[src/bubble_sort_ist_parent_assert.svh]
// Assertion macros for the bubble-sort spanning tree parent block
`ifndef BUBBLE_SORT_IST_PARENT_ASSERT_SVH
`define BUBBLE_SORT_IST_PARENT_ASSERT_SVH

`ifndef NO_ASSERTIONS

`define BSIST_ASSERT(lbl, prop, msg) \
  lbl: assert property (@(posedge clk_i) disable iff (!rst_ni) prop) else $error(msg);

`define BSIST_ASSERT_NEXT(lbl, ante, cons, msg) \
  lbl: assert property (@(posedge clk_i) disable iff (!rst_ni) (ante) |=> (cons)) \
    else $error(msg);

`else

`define BSIST_ASSERT(lbl, prop, msg)

`define BSIST_ASSERT_NEXT(lbl, ante, cons, msg)

`endif

`endif

[src/bsist_pkg.sv]
package bsist_pkg;

  localparam int N     = 10;
  localparam int SymW  = 4;
  localparam int PermW = 40;
  localparam int TreeW = 4;

  localparam logic [SymW-1:0] NSym     = SymW'(N);
  localparam logic [SymW-1:0] Nm1Sym   = SymW'(N - 1);
  localparam logic [SymW-1:0] OneSym   = SymW'(1);
  localparam logic [SymW-1:0] TwoSym   = SymW'(2);

  typedef struct packed {
    logic            en;
    logic [SymW-1:0] val;
  } sym_t;

  typedef struct packed {
    logic             valid;
    logic [PermW-1:0] perm;
    sym_t             sym_a;
    sym_t             sym_b;
    logic             alt;
  } dec_stage_t;

  typedef struct packed {
    logic             valid;
    logic [PermW-1:0] perm_a;
    logic [PermW-1:0] perm_b;
    logic             alt;
  } swp_stage_t;

endpackage

[src/bsist_swap.sv]
module bsist_swap (
  input  logic [bsist_pkg::PermW-1:0] perm_i,
  input  bsist_pkg::sym_t             sym_i,
  output logic [bsist_pkg::PermW-1:0] perm_o
);

  logic [bsist_pkg::N-1:0]     match;
  logic [bsist_pkg::N-1:0]     hit;
  logic [bsist_pkg::N-1:0]     take_next;
  logic [bsist_pkg::N-1:0]     take_prev;
  logic [bsist_pkg::PermW-1:0] next_perm;
  logic [bsist_pkg::PermW-1:0] prev_perm;

  always_comb begin
    logic seen;
    seen = 1'b0;
    for (int i = 0; i < bsist_pkg::N; i++) begin
      match[i] = sym_i.en &&
                 (perm_i[i*bsist_pkg::SymW +: bsist_pkg::SymW] == sym_i.val);
      hit[i]   = match[i] && !seen;
      seen     = seen | match[i];
    end
  end

  // drop a hit in the last position: nothing to its right
  assign take_next = hit & ~(bsist_pkg::N'(1) << (bsist_pkg::N - 1));
  assign take_prev = take_next << 1;
  assign next_perm = perm_i >> bsist_pkg::SymW;
  assign prev_perm = perm_i << bsist_pkg::SymW;

  always_comb begin
    perm_o = perm_i;
    for (int i = 0; i < bsist_pkg::N; i++) begin
      if (take_next[i]) begin
        perm_o[i*bsist_pkg::SymW +: bsist_pkg::SymW] =
          next_perm[i*bsist_pkg::SymW +: bsist_pkg::SymW];
      end else if (take_prev[i]) begin
        perm_o[i*bsist_pkg::SymW +: bsist_pkg::SymW] =
          prev_perm[i*bsist_pkg::SymW +: bsist_pkg::SymW];
      end
    end
  end

endmodule

[src/bubble_sort_ist_parent.sv]
// Channel   | Handshake          | Payload
// ----------+--------------------+------------------------------
// command   | start_i, busy_o    | vertex_perm_i, tree_index_i
// result    | done_o (strobe)    | parent_perm_o
//
// One transaction per cycle; the result passes through the decode, swap and output registers.
// Stages: rule decode, two parallel symbol swaps, identity check and select.
// busy_o stays low: the pipeline never stalls, as the receiver cannot hold off.
// Reset clears all stage registers; results start with the next start_i.
module bubble_sort_ist_parent (
  input  logic                          clk_i,
  input  logic                          rst_ni,
  input  logic                          start_i,
  output logic                          busy_o,
  input  logic [bsist_pkg::PermW-1:0]   vertex_perm_i,
  input  logic [bsist_pkg::TreeW-1:0]   tree_index_i,
  output logic                          done_o,
  output logic [bsist_pkg::PermW-1:0]   parent_perm_o
);

  `include "bubble_sort_ist_parent_assert.svh"

  bsist_pkg::dec_stage_t dec_d, dec_q;
  bsist_pkg::swp_stage_t swp_d, swp_q;
  logic                          done_q;
  logic [bsist_pkg::PermW-1:0]   perm_q, perm_d;
  logic [bsist_pkg::PermW-1:0]   swap_a, swap_b;
  logic                          is_ident;

  assign busy_o = 1'b0;

  always_comb begin
    logic [bsist_pkg::SymW-1:0] a [bsist_pkg::N];
    logic [bsist_pkg::SymW-1:0] t;
    logic [bsist_pkg::SymW-1:0] wrong_sym;
    logic                       wrong_any;
    logic                       head_ok;
    t         = bsist_pkg::SymW'(tree_index_i);
    wrong_sym = '0;
    wrong_any = 1'b0;
    head_ok   = 1'b1;
    for (int i = 0; i < bsist_pkg::N; i++) begin
      a[i] = vertex_perm_i[i*bsist_pkg::SymW +: bsist_pkg::SymW];
      if (a[i] != bsist_pkg::SymW'(i + 1)) begin
        wrong_any = 1'b1;
        wrong_sym = a[i];
      end
      if ((i < bsist_pkg::N - 2) && (a[i] != bsist_pkg::SymW'(i + 1))) begin
        head_ok = 1'b0;
      end
    end

    dec_d.valid = start_i;
    dec_d.perm  = vertex_perm_i;
    dec_d.sym_a = '{en: 1'b1, val: t};
    dec_d.sym_b = '{en: 1'b1, val: bsist_pkg::OneSym};
    dec_d.alt   = 1'b0;

    if (a[bsist_pkg::N-1] == bsist_pkg::NSym) begin
      if (t == bsist_pkg::Nm1Sym) begin
        dec_d.sym_a.val = a[bsist_pkg::N-2];
      end else if (t == bsist_pkg::TwoSym) begin
        dec_d.sym_a.val = bsist_pkg::TwoSym;
        dec_d.alt       = 1'b1;
      end else if ((a[bsist_pkg::N-2] == t) ||
                   (a[bsist_pkg::N-2] == bsist_pkg::Nm1Sym)) begin
        if (wrong_any) begin
          dec_d.sym_a.val = wrong_sym;
        end
      end
    end else if ((a[bsist_pkg::N-1] == bsist_pkg::Nm1Sym) &&
                 (a[bsist_pkg::N-2] == bsist_pkg::NSym) && !head_ok) begin
      if (t == bsist_pkg::OneSym) begin
        dec_d.sym_a.val = bsist_pkg::NSym;
      end else begin
        dec_d.sym_a = '{en: (t != '0), val: t - bsist_pkg::OneSym};
      end
    end else if (a[bsist_pkg::N-1] == t) begin
      dec_d.sym_a.val = bsist_pkg::NSym;
    end
  end

  bsist_swap u_swap_a (
    .perm_i (dec_q.perm),
    .sym_i  (dec_q.sym_a),
    .perm_o (swap_a)
  );

  bsist_swap u_swap_b (
    .perm_i (dec_q.perm),
    .sym_i  (dec_q.sym_b),
    .perm_o (swap_b)
  );

  assign swp_d = '{valid: dec_q.valid, perm_a: swap_a, perm_b: swap_b, alt: dec_q.alt};

  always_comb begin
    is_ident = 1'b1;
    for (int i = 0; i < bsist_pkg::N; i++) begin
      if (swp_q.perm_a[i*bsist_pkg::SymW +: bsist_pkg::SymW] !=
          bsist_pkg::SymW'(i + 1)) begin
        is_ident = 1'b0;
      end
    end
  end

  assign perm_d = (swp_q.alt && is_ident) ? swp_q.perm_b : swp_q.perm_a;

  always_ff @(posedge clk_i or negedge rst_ni) begin
    if (!rst_ni) begin
      dec_q  <= '0;
      swp_q  <= '0;
      done_q <= 1'b0;
      perm_q <= '0;
    end else begin
      dec_q.valid <= dec_d.valid;
      swp_q.valid <= swp_d.valid;
      done_q      <= swp_q.valid;
      if (dec_d.valid) begin
        dec_q.perm  <= dec_d.perm;
        dec_q.sym_a <= dec_d.sym_a;
        dec_q.sym_b <= dec_d.sym_b;
        dec_q.alt   <= dec_d.alt;
      end
      if (swp_d.valid) begin
        swp_q.perm_a <= swp_d.perm_a;
        swp_q.perm_b <= swp_d.perm_b;
        swp_q.alt    <= swp_d.alt;
      end
      if (swp_q.valid) begin
        perm_q <= perm_d;
      end
    end
  end

  assign done_o        = done_q;
  assign parent_perm_o = perm_q;

  `BSIST_ASSERT_NEXT(a_latency, start_i && !busy_o, ##2 done_o, "result strobe missing")
  `BSIST_ASSERT(a_hold, !done_o |-> $stable(parent_perm_o), "result changed without strobe")
  `BSIST_ASSERT(a_valid_chain, done_o |-> $past(dec_q.valid, 2), "strobe without decode")

endmodule

[config.mk]
export PLATFORM = sky130hd
export DESIGN_NAME = bubble_sort_ist_parent
export DESIGN_NICKNAME = d
export VERILOG_FILES = /design/src/bsist_pkg.sv /design/src/bsist_swap.sv /design/src/bubble_sort_ist_parent.sv
export VERILOG_INCLUDE_DIRS = /design/src /design/src/src
export SDC_FILE = /design/constraint.sdc
export NUM_CORES = 1
export LEC_CHECK = 0
export BUFFER_PORTS_ARGS = -buffer_cell sky130_fd_sc_hd__buf_2
export CELL_PAD_IN_SITES_DETAIL_PLACEMENT = 0
export CELL_PAD_IN_SITES_GLOBAL_PLACEMENT = 1
export CORE_MARGIN = 2
export CORE_UTILIZATION = 45
export DETAILED_ROUTE_END_ITERATION = 7
export PLACE_DENSITY_LB_ADDON = 0.08
export REMOVE_ABC_BUFFERS = 1
export SYNTH_ARGS = -nofsm -noshare
export SYNTH_HDL_FRONTEND = slang
export SYNTH_HIERARCHICAL = 1
export SYNTH_SLANG_ARGS = --single-unit
export TNS_END_PERCENT = 20
[constraint.sdc]
create_clock -name clk_i -period 5.8 [get_ports clk_i]
set_clock_uncertainty 0.05 [all_clocks]
set_input_delay 0 -clock clk_i [delete_from_list [all_inputs] [get_ports clk_i]]
set_output_delay 0 -clock clk_i [all_outputs]
set_load 0.005 [all_outputs]
-- After elaboration in Yosys (flattened, before gate mapping)
Cells that the tools add are included.
- bits in registers: 171
- word-level logic and storage cells: 219
- input bits: 47
- output and inout bits: 42
- muxes and demuxes: 89
- bitwise gates (word level): 14
- add/subtract/negate cells: 1
- reductions and logical operators: 56
- equal/unequal tests: 47
- operators by type and width (cell ; number):
    4-bit 2-to-1 mux ; 54
    4-bit == test ; 11
    40-bit 2-to-1 mux ; 1
    1-bit logical AND ; 37
    4-bit by 1-bit == test with 1-bit output ; 9
    1-bit 2-to-1 mux ; 34
    4-bit by 3-bit != test with 1-bit output, second input constant ; 8
    4-bit != test, second input constant ; 6
    4-bit == test, second input constant ; 5
    1-bit logical NOT ; 17
    4-bit by 2-bit != test with 1-bit output, second input constant ; 4
    1-bit OR ; 14
    4-bit by 1-bit != test with 1-bit output, second input constant ; 2
    4-bit by 1-bit == test with 1-bit output, second input constant ; 1
    4-bit by 2-bit == test with 1-bit output, second input constant ; 1
    4-bit nonzero test ; 1
    4-bit by 1-bit subtractor with 4-bit output, second input constant ; 1
    1-bit logical OR ; 1

-- Longest topological paths before layout
Gate-level depths: netlist (run 1).
- word-level depth: 16
- gate-level depth with buffers: 9
- gate-level depth less buffers: 8

-- Cells and area by module
The synthesis (run 1) kept the hierarchy.
- modules (own cells, without submodules) (module ; cells an instance ; times used ; area each (um^2) ; seq. area each (um^2)):
    bubble_sort_ist_parent ; 595 ; 1 ; 7489.7 ; 4279.1
    bsist_swap ; 175 ; 2 ; 1488.9 ; 0.0

-- Worst setup path after synthesis (run 1)
Ideal clock, no wire load.
- path kind: register to register
- start point: register dec_q[8] (netlist name)
- end point: register swp_q[58] (netlist name)
- setup time: 125 ps
- buffers on the path: 2
- setup slack: 3197 ps
- data required time: 5625 ps
- data arrival time: 2428 ps
- clock period less this slack: 2603 ps
- cell stages (with the launch flop): 10
- path through: dfrtp_1 -> buf_6 -> xor2_2 -> o41ai_4 -> o21ba_4 -> nand4_2 -> buf_6 -> mux2_1 -> mux2_2 -> mux2_2
- longest elaborated chain between the ends: 8
- elaborated cells between the ends (all ways): 19
- those cells by class: 5 x eq/ne; 2 x mux; 3 x bitwise; 9 x reduce/logical
- ends and longest elaborated chain (item ; line ; source):
    from (decl) ; bubble_sort_ist_parent.sv:23 ; bsist_pkg::dec_stage_t dec_d, dec_q;
    4-bit == test ; bsist_swap.sv:19 ; (perm_i[i*bsist_pkg::SymW +: bsist_pkg::SymW] == sym_i.val);
    1-bit logical AND ; bsist_swap.sv:18 ; match[i] = sym_i.en &&
    1-bit OR (2 in series) ; bsist_swap.sv:21 ; seen = seen | match[i];
    1-bit logical NOT or 1-bit OR (tied branches) ; bsist_swap.sv:20, bsist_swap.sv:21 ;
    1-bit logical AND or 1-bit logical NOT (tied branches) ; bsist_swap.sv:20 ; hit[i] = match[i] && !seen;
    4-bit 2-to-1 mux or 1-bit logical AND (tied branches) ; bsist_swap.sv:37, bsist_swap.sv:20 ;
    4-bit 2-to-1 mux (*) ; bsist_swap.sv:34 ; if (take_next[i]) begin
    named net swap_a, one bit ; bubble_sort_ist_parent.sv:27 ; logic [bsist_pkg::PermW-1:0] swap_a, swap_b;
    to (decl) ; bubble_sort_ist_parent.sv:24 ; bsist_pkg::swp_stage_t swp_d, swp_q;
The timed path passes the listed nets; every way through them passes the cells marked *.
A chain may end at the register's enable or synchronous reset.

-- Worst setup path after layout (run 1)
- start point: register dec_q[1] (netlist name)
- end point: register swp_q[25] (netlist name)
- longest elaborated chain between the ends: 10
- elaborated cells between the ends (all ways): 25
- those cells by class: 7 x eq/ne; 2 x mux; 5 x bitwise; 11 x reduce/logical
- ends and longest elaborated chain (item ; line):
    4-bit by 1-bit == test with 1-bit output ; bsist_swap.sv:19
    1-bit logical AND ; bsist_swap.sv:18
    1-bit OR (4 in series) ; bsist_swap.sv:21
    1-bit logical NOT or 1-bit OR (tied branches) ; bsist_swap.sv:20, bsist_swap.sv:21
    1-bit logical AND or 1-bit logical NOT (tied branches) ; bsist_swap.sv:20
    4-bit 2-to-1 mux or 1-bit logical AND (tied branches) ; bsist_swap.sv:37, bsist_swap.sv:20
    4-bit 2-to-1 mux (*) ; bsist_swap.sv:34
    named net swap_b, one bit ; bubble_sort_ist_parent.sv:27
Marks and branches as above.

==> flow_metrics.py, run 1 <==
metrics = {
    "status": {
        "outcome": "complete, no violations",
    },
    "yosys": {
        "synth_mux_area_share_pct": 19.7,
        "synthAdderAreaFrac_pct": 0.478,
        "ys.flop_type": "dfrtp_1",
        "seq_area_frac_synth_pct": 40.9,
        "synth-seq-cells": 171,
        "yosysWarningCount": 6,
        "synth_top_family_by_area": "multiplexers",
        "synth_compound_area_share_pct": 16.3,
        "synth-xor-area-share_pct": 6.62,
        "synth_edf_count": 0,
        "ys_types": 83,
        "synthTopCellsByArea": "dfrtp_1 (41%), mux2_2 (14%), xnor2_1 (3.2%)",
        "yosys.area_share.simple_pct": 12.4,
        "postSynthCellCount": 945,
        "async_reset_ff_share_pct": 100,
        "synth.top_cell.area_share_pct": 40.9,
        "avgSynthCellArea_um2": 11.1,
        "synth_area_leader_cell": "dfrtp_1",
        "syn_area_um2": 10500,
    },
    "global_route": {
        "antenna_found_initial": 0,
        "use_met2_pct": 41.9,
        "grt_pass1_vias": 8034,
        "grt.busiest_layer": "met2",
        "use_met3_pct": 3.60,
        "grt_max_degree": 82,
        "grt_pass1_wl_um": 47500,
        "gr-total-overflow": 0,
        "grt_use_met1_pct": 35.4,
        "grt_use_total_pct": 25.5,
    },
    "placed_design": {
        "pre_cts_slack_ns": 2.55,
        "hpwlAfterDp_um": 20600,
        "port_buffers": 87,
        "placed_cells_incl_taps": 1275,
        "postPlaceCellArea_um2": 11100,
        "routabilityCongestion": 0.811,
    },
    "timing": {
        "max_freq_mhz": 299,
        "tightest_slew_ns": 1.19,
        "relSlewSlack_pct": 20.7,
        "rsz0062_at_grt": "no",
        "setup_violations": 0,
        "slew_violations": 0,
        "period_share_pct": 57.6,
        "layout_setup_ws_ns": 2.46,
        "hold_viol_final": 0,
        "setup_tns_ns": 0,
        "period_minus_slack_ns": 3.34,
    },
    "drt": {
        "drc": 0,
        "wl_per_cell_um": 22.3,
        "drt_wl_total_um": 30100,
        "drt_iter0_markers": 579,
        "routed_via_density": 5.97,
        "final_antenna_net_count": 0,
        "drt-pass1-iter-count": 5,
        "num_vias": 8052,
    },
    "power_and_ir_drop": {
        "p_per_area_nw_per_um2": 315,
        "p_switching_mw": 1.23,
        "combPwrFrac_pct": 23.7,
        "vdd_drop_max_mv": 0.207,
        "cellLeakagePower_nw": 4.96,
        "p_clk_share_pct": 32.3,
        "intPower_mw": 2.58,
        "total_power_mw": 3.80,
        "switching_share_pct": 32.3,
        "seq_power_share_pct": 43.9,
    },
    "hold_path": {
        "min_from": "tree_index_i[2]",
        "holdPathStages": 3,
        "hold_end": "dec_q[8]",
        "min_path_type": "in2reg",
    },
    "floorplan": {
        "die_h_um": 157,
        "coreArea_um2": 22700,
        "io-pin-count": 89,
        "die_w_um": 157,
        "start_util_pct": 46.1,
        "rows": 55,
        "dieArea_um2": 24500,
    },
    "worst_setup_path": {
        "rrSetupSlack_ns": 2.46,
        "cp-start-kind": "flip-flop",
        "path_max_fanout": 21,
        "r2r_end": "swp_q[25]",
        "crit_type": "reg2reg",
        "cp.required_ns": 6.08,
        "r2r-start": "dec_q[1]",
        "end_kind": "flip-flop",
        "crit_arrival_ns": 3.62,
        "rr_worst_depth": 7,
    },
    "final_layout": {
        "finalNonFillerCells": 1348,
        "layout_common_cells": "dfrtp_1 (169), mux2_2 (131), buf_2 (86), a21oi_1 (63), nor2_1 (48)",
        "fillerInstances": 2089,
        "num-nets-final": 1101,
        "fin_area_um2": 12100,
        "drive_gt1_share_pct": 29.3,
        "layout_commonest_cell": "dfrtp_1",
        "antenna_cells": 0,
        "synthToLayoutAreaGrowth_pct": 15.5,
    },
    "cts": {
        "clk_path_buf_depth": 2,
        "clock_sinks": 171,
        "cts_buffers": 17,
        "cts_tree": "done",
        "post_cts_buffers": 0,
        "path_clk_slew_ns": 0.08,
        "h-tree-depth": 4,
        "cts_root_buf": "clkbuf_16",
        "insertion_delay_ns": 0.44,
    },
    "flow_run": {
        "cap_violations": 0,
    },
}
-- metrics by stage --
stage	hold WS (ns)	util [%]
after floorplan	-0.346	-
after global placement	-0.0159	48.7
after detailed placement	-0.0252	48.7
after CTS	0.00204	53.2
after global routing	0.0845	53.2
final	0.0200	53.2
-- power groups by stage --
stage               Sequential (mW)  Clock, mW  Combinational [mW]
finish                         1.67       1.23               0.903
floorplan                      1.61          0               0.609
global route                   1.71       1.31               0.994
global placement               1.69          0               0.869
detailed placement             1.70          0               0.877
CTS                            1.67       1.25               0.902
-- how the worst max path moves through the flow --
stage | from | endpoint | slack, ns | cells past startpoint
finish | dec_q[1] | swp_q[25] | 2.46 | 7
global route | dec_q[1] | swp_q[26] | 2.27 | 7
CTS | dec_q[1] | swp_q[25] | 2.53 | 7
detailed placement | dec_q[1] | swp_q[28] | 2.55 | 7
global placement | dec_q[1] | swp_q[27] | 2.56 | 7
floorplan | dec_q[1] | swp_q[17] | 2.89 | 7
-- per-layer routing --
metal | up-vias | routed length [um]
met5 | - | 0
met4 | 0 | 575
met3 | 37 | 1190
met2 | 250 | 14300
met1 | 4036 | 14000
li1 | 3729 | -
-- kinds of logic after synthesis --
| family | Yosys count |
|---|---|
| AOI/OAI and AO/OA | 230 |
| and+or+nand+nor | 199 |
| muxes | 186 |
| DFF | 171 |
| buffers and inverters | 80 |
| xor gates and xnor gates | 74 |
| adders and majority gates | 4 |
| other | 1 |
-- synth_stat cells (all sizes together) (4+ instances only) --
cell     count
or2          6
nor4bb       7
o22ai       11
inv         30
nor3         9
mux2i       27
a22o        24
nor2        52
mux2       159
nor4b       10
o2bb2ai      8
nor4         8
and2         5
o41ai        6
xnor2       38
a22oi        8
or4          5
nand4       18
nor2b        6
ha           4
o2111ai      4
a2bb2oi      8
xor2        36
nand2       37
clkbuf      30
a21oi       65
dfrtp      171
nand2b       9
and3         6
buf         20
nand3        4
o21ai       47
o211ai      19
-- critical path, stage by stage (launching register included) --
cell and delay, ns:
dfrtp_1 0.98, xor2_1 0.16, nor4_2 0.59, nor2_1 0.24, nand4_1 0.31, mux2_1 0.35, mux2_1 0.29, mux2_2 0.26
-- final cells by class --
class                   instances  area, um2  area share (%)
repair buffers                133        890            7.36
well taps                     285        357            2.95
flip-flops and latches        171       4280            35.4
clock inverters                13        183            1.51
clock buffers                  19        433            3.58
multi-input cells             697       5830            48.3
inverters                      30        113           0.931
-- flip-flops by register name, summed over array words and instances (netlist names) --
register / cells
swp_q: 82
dec_q: 48
parent_perm_o: 40
done_o: 1
-- repair_timing --
action                                  CTS  global route
endpoints found under the setup margin    0             0
hold buffers                             41             0
hold endpoints to repair                101             0
gates resized for setup                   0             0
Power figures use the tool's default switching activity.
==> run 2: changes to the inputs <==
CORE_UTILIZATION = 44   (was 45)
clock period = 2.95 ns   (was 5.8 ns; I/O delays follow)
==> run 2 against run 1 <==
  * Critical path type unchanged
  * Global-route usage increased by 0.34 points
  * Largest power group unchanged
  * Die area up 2.2%
  * Sequential share of layout area decreased by 1.3 points
  * Core utilization is 0.48 points higher
  * Clock power up 100%
  * Wire length rose by 2.6%
==> flow_metrics.py, run 2 (synthesis gave the netlist of run 1 again) <==
metrics = {
    "global_route": {
        "gr-total-overflow": 0,
        "grt_pass1_vias": 8259,
        "grt_use_total_pct": 25.8,
        "grt_max_degree": 68,
        "grt_pass1_wl_um": 48700,
        "antenna_found_initial": 0,
    },
    "floorplan": {
        "start_util_pct": 44.7,
        "die_w_um": 158,
        "io-pin-count": 89,
        "rows": 56,
        "dieArea_um2": 25000,
        "coreArea_um2": 23400,
        "die_h_um": 158,
    },
    "timing": {
        "slew_violations": 0,
        "period_minus_slack_ns": 2.85,
        "hold_viol_final": 0,
        "setup_violations": 0,
        "setup_tns_ns": 0,
        "tightest_slew_ns": 0.796,
        "max_freq_mhz": 350,
        "relSlewSlack_pct": 46.4,
        "fin_hold_ws_ns": 0.0444,
        "period_share_pct": 96.8,
    },
    "drt": {
        "drt_iter0_markers": 608,
        "wl_per_cell_um": 21.6,
        "drt-pass1-iter-count": 5,
        "drc": 0,
        "drt_wl_total_um": 30900,
        "final_antenna_net_count": 0,
        "routed_via_density": 5.70,
        "num_vias": 8135,
    },
    "cts": {
        "cts_root_buf": "clkbuf_16",
        "post_cts_buffers": 0,
        "insertion_delay_ns": 0.43,
        "cts_tree": "done",
        "cts_buffers": 17,
        "clock_sinks": 171,
        "clk_path_buf_depth": 2,
        "path_clk_slew_ns": 0.07,
        "h-tree-depth": 4,
    },
    "worst_setup_path": {
        "end_kind": "flip-flop",
        "critPathLaunch": "dec_q[9]",
        "r2r_end": "swp_q[73]",
        "cp.required_ns": 3.22,
        "cp-start-kind": "flip-flop",
        "crit_type": "reg2reg",
        "path_max_fanout": 7,
        "rrSetupSlack_ns": 0.1,
        "r2r-start": "dec_q[9]",
        "crit_arrival_ns": 3.12,
        "rr_worst_depth": 8,
    },
    "final_layout": {
        "seq_area_um2": 4280,
        "layout_common_cells": "dfrtp_1 (169), mux2_2 (131), buf_2 (86), a21oi_1 (63), nor2_1 (48)",
        "drive_gt1_share_pct": 32.2,
        "num-nets-final": 1146,
        "finalNonFillerCells": 1426,
        "layout_commonest_cell": "dfrtp_1",
        "synthToLayoutAreaGrowth_pct": 20.1,
        "multi_input_area_um2": 5860,
        "fin_area_um2": 12600,
        "top_register": "swp_q",
        "largest_reg_flops": 82,
        "fillerInstances": 2110,
        "antenna_cells": 0,
    },
    "placed_design": {
        "port_buffers": 87,
        "routabilityCongestion": 0.854,
        "hpwlAfterDp_um": 22300,
        "placed_cells_incl_taps": 1354,
        "postPlaceCellArea_um2": 11500,
    },
    "power_and_ir_drop": {
        "p_per_area_nw_per_um2": 609,
        "cellLeakagePower_nw": 5.20,
        "vdd_drop_max_mv": 0.306,
        "total_power_mw": 7.66,
    },
    "flow_run": {
        "cap_violations": 0,
    },
    "status": {
        "outcome": "complete, no violations",
    },
    "hold_path": {
        "min_path_type": "in2async",
    },
}
==> run 2: changes by cell type in the layout (fill, tap and decap cells not counted), sizes merged <==
cell / previous run / this run
inv: 36 / 37
clkinvlp: 0 / 1
buf: 92 / 137
bufinv: 3 / 4
clkinv: 4 / 2
clkbuf: 19 / 17
==> run 2: layout make-up <==
cell class / count / area share [%]
flip-flops and latches: 171 / 34.1
clock buffers: 17 / 3.38
repair buffers: 178 / 10.2
multi-input cells: 697 / 46.7
well taps: 319 / 3.18
inverters: 30 / 0.896
clock inverters: 14 / 1.65
==> run 2: worst max-delay path, stage by stage, from the launching register on <==
cell and delay (ns):
dfrtp_1 0.53, buf_4 0.27, xor2_1 0.18, nor4_2 0.09, nand2b_1 0.29, o41ai_4 0.60, nand2_1 0.25, o2bb2ai_1 0.21
mux2_2 0.28
==> run 2: through the flow <==
step / setup slack, ns / utilization [%]
floorplan: 0.0386 / -
global placement: 0.170 / 49.1
detailed placement: 0.124 / 49.1
CTS: 0.116 / 53.6
global route: -0.0169 / 53.7
finish: 0.0955 / 53.7
==> run 2: metal layers <==
metal	wire, um	vias to the layer above	part of all wire, %	GRT usage [%]
met5	0	-	0	0
met4	571	0	1.9	7.68
met3	1010	41	3.3	3.91
met2	14800	198	48	42.1
met1	14500	4073	47	35.6
li1	-	3823	-	-
==> run 2: where the power goes <==
group / switching (mW) / total (mW) / leakage (nW) / internal, mW
sequential: 0.443 / 3.23 / 2.00 / 2.79
clock: 1.04 / 2.48 / 0.309 / 1.44
combinational: 0.950 / 1.94 / 2.89 / 0.993
==> run 2: repair_timing <==
action / in CTS / in global routing
endpoints found under the setup margin: 0 / 14
hold buffers: 41 / 0
resized for setup: 0 / 4
endpoints found under the hold margin: 213 / 0
==> run 2: worst max path at each step <==
stage                      endpoint  slack, ns
after floorplan           swp_q[17]       0.04
after global placement    swp_q[55]       0.17
after detailed placement  swp_q[55]       0.12
after CTS                 swp_q[55]       0.12
after global routing      swp_q[73]      -0.02
final                     swp_q[73]        0.1
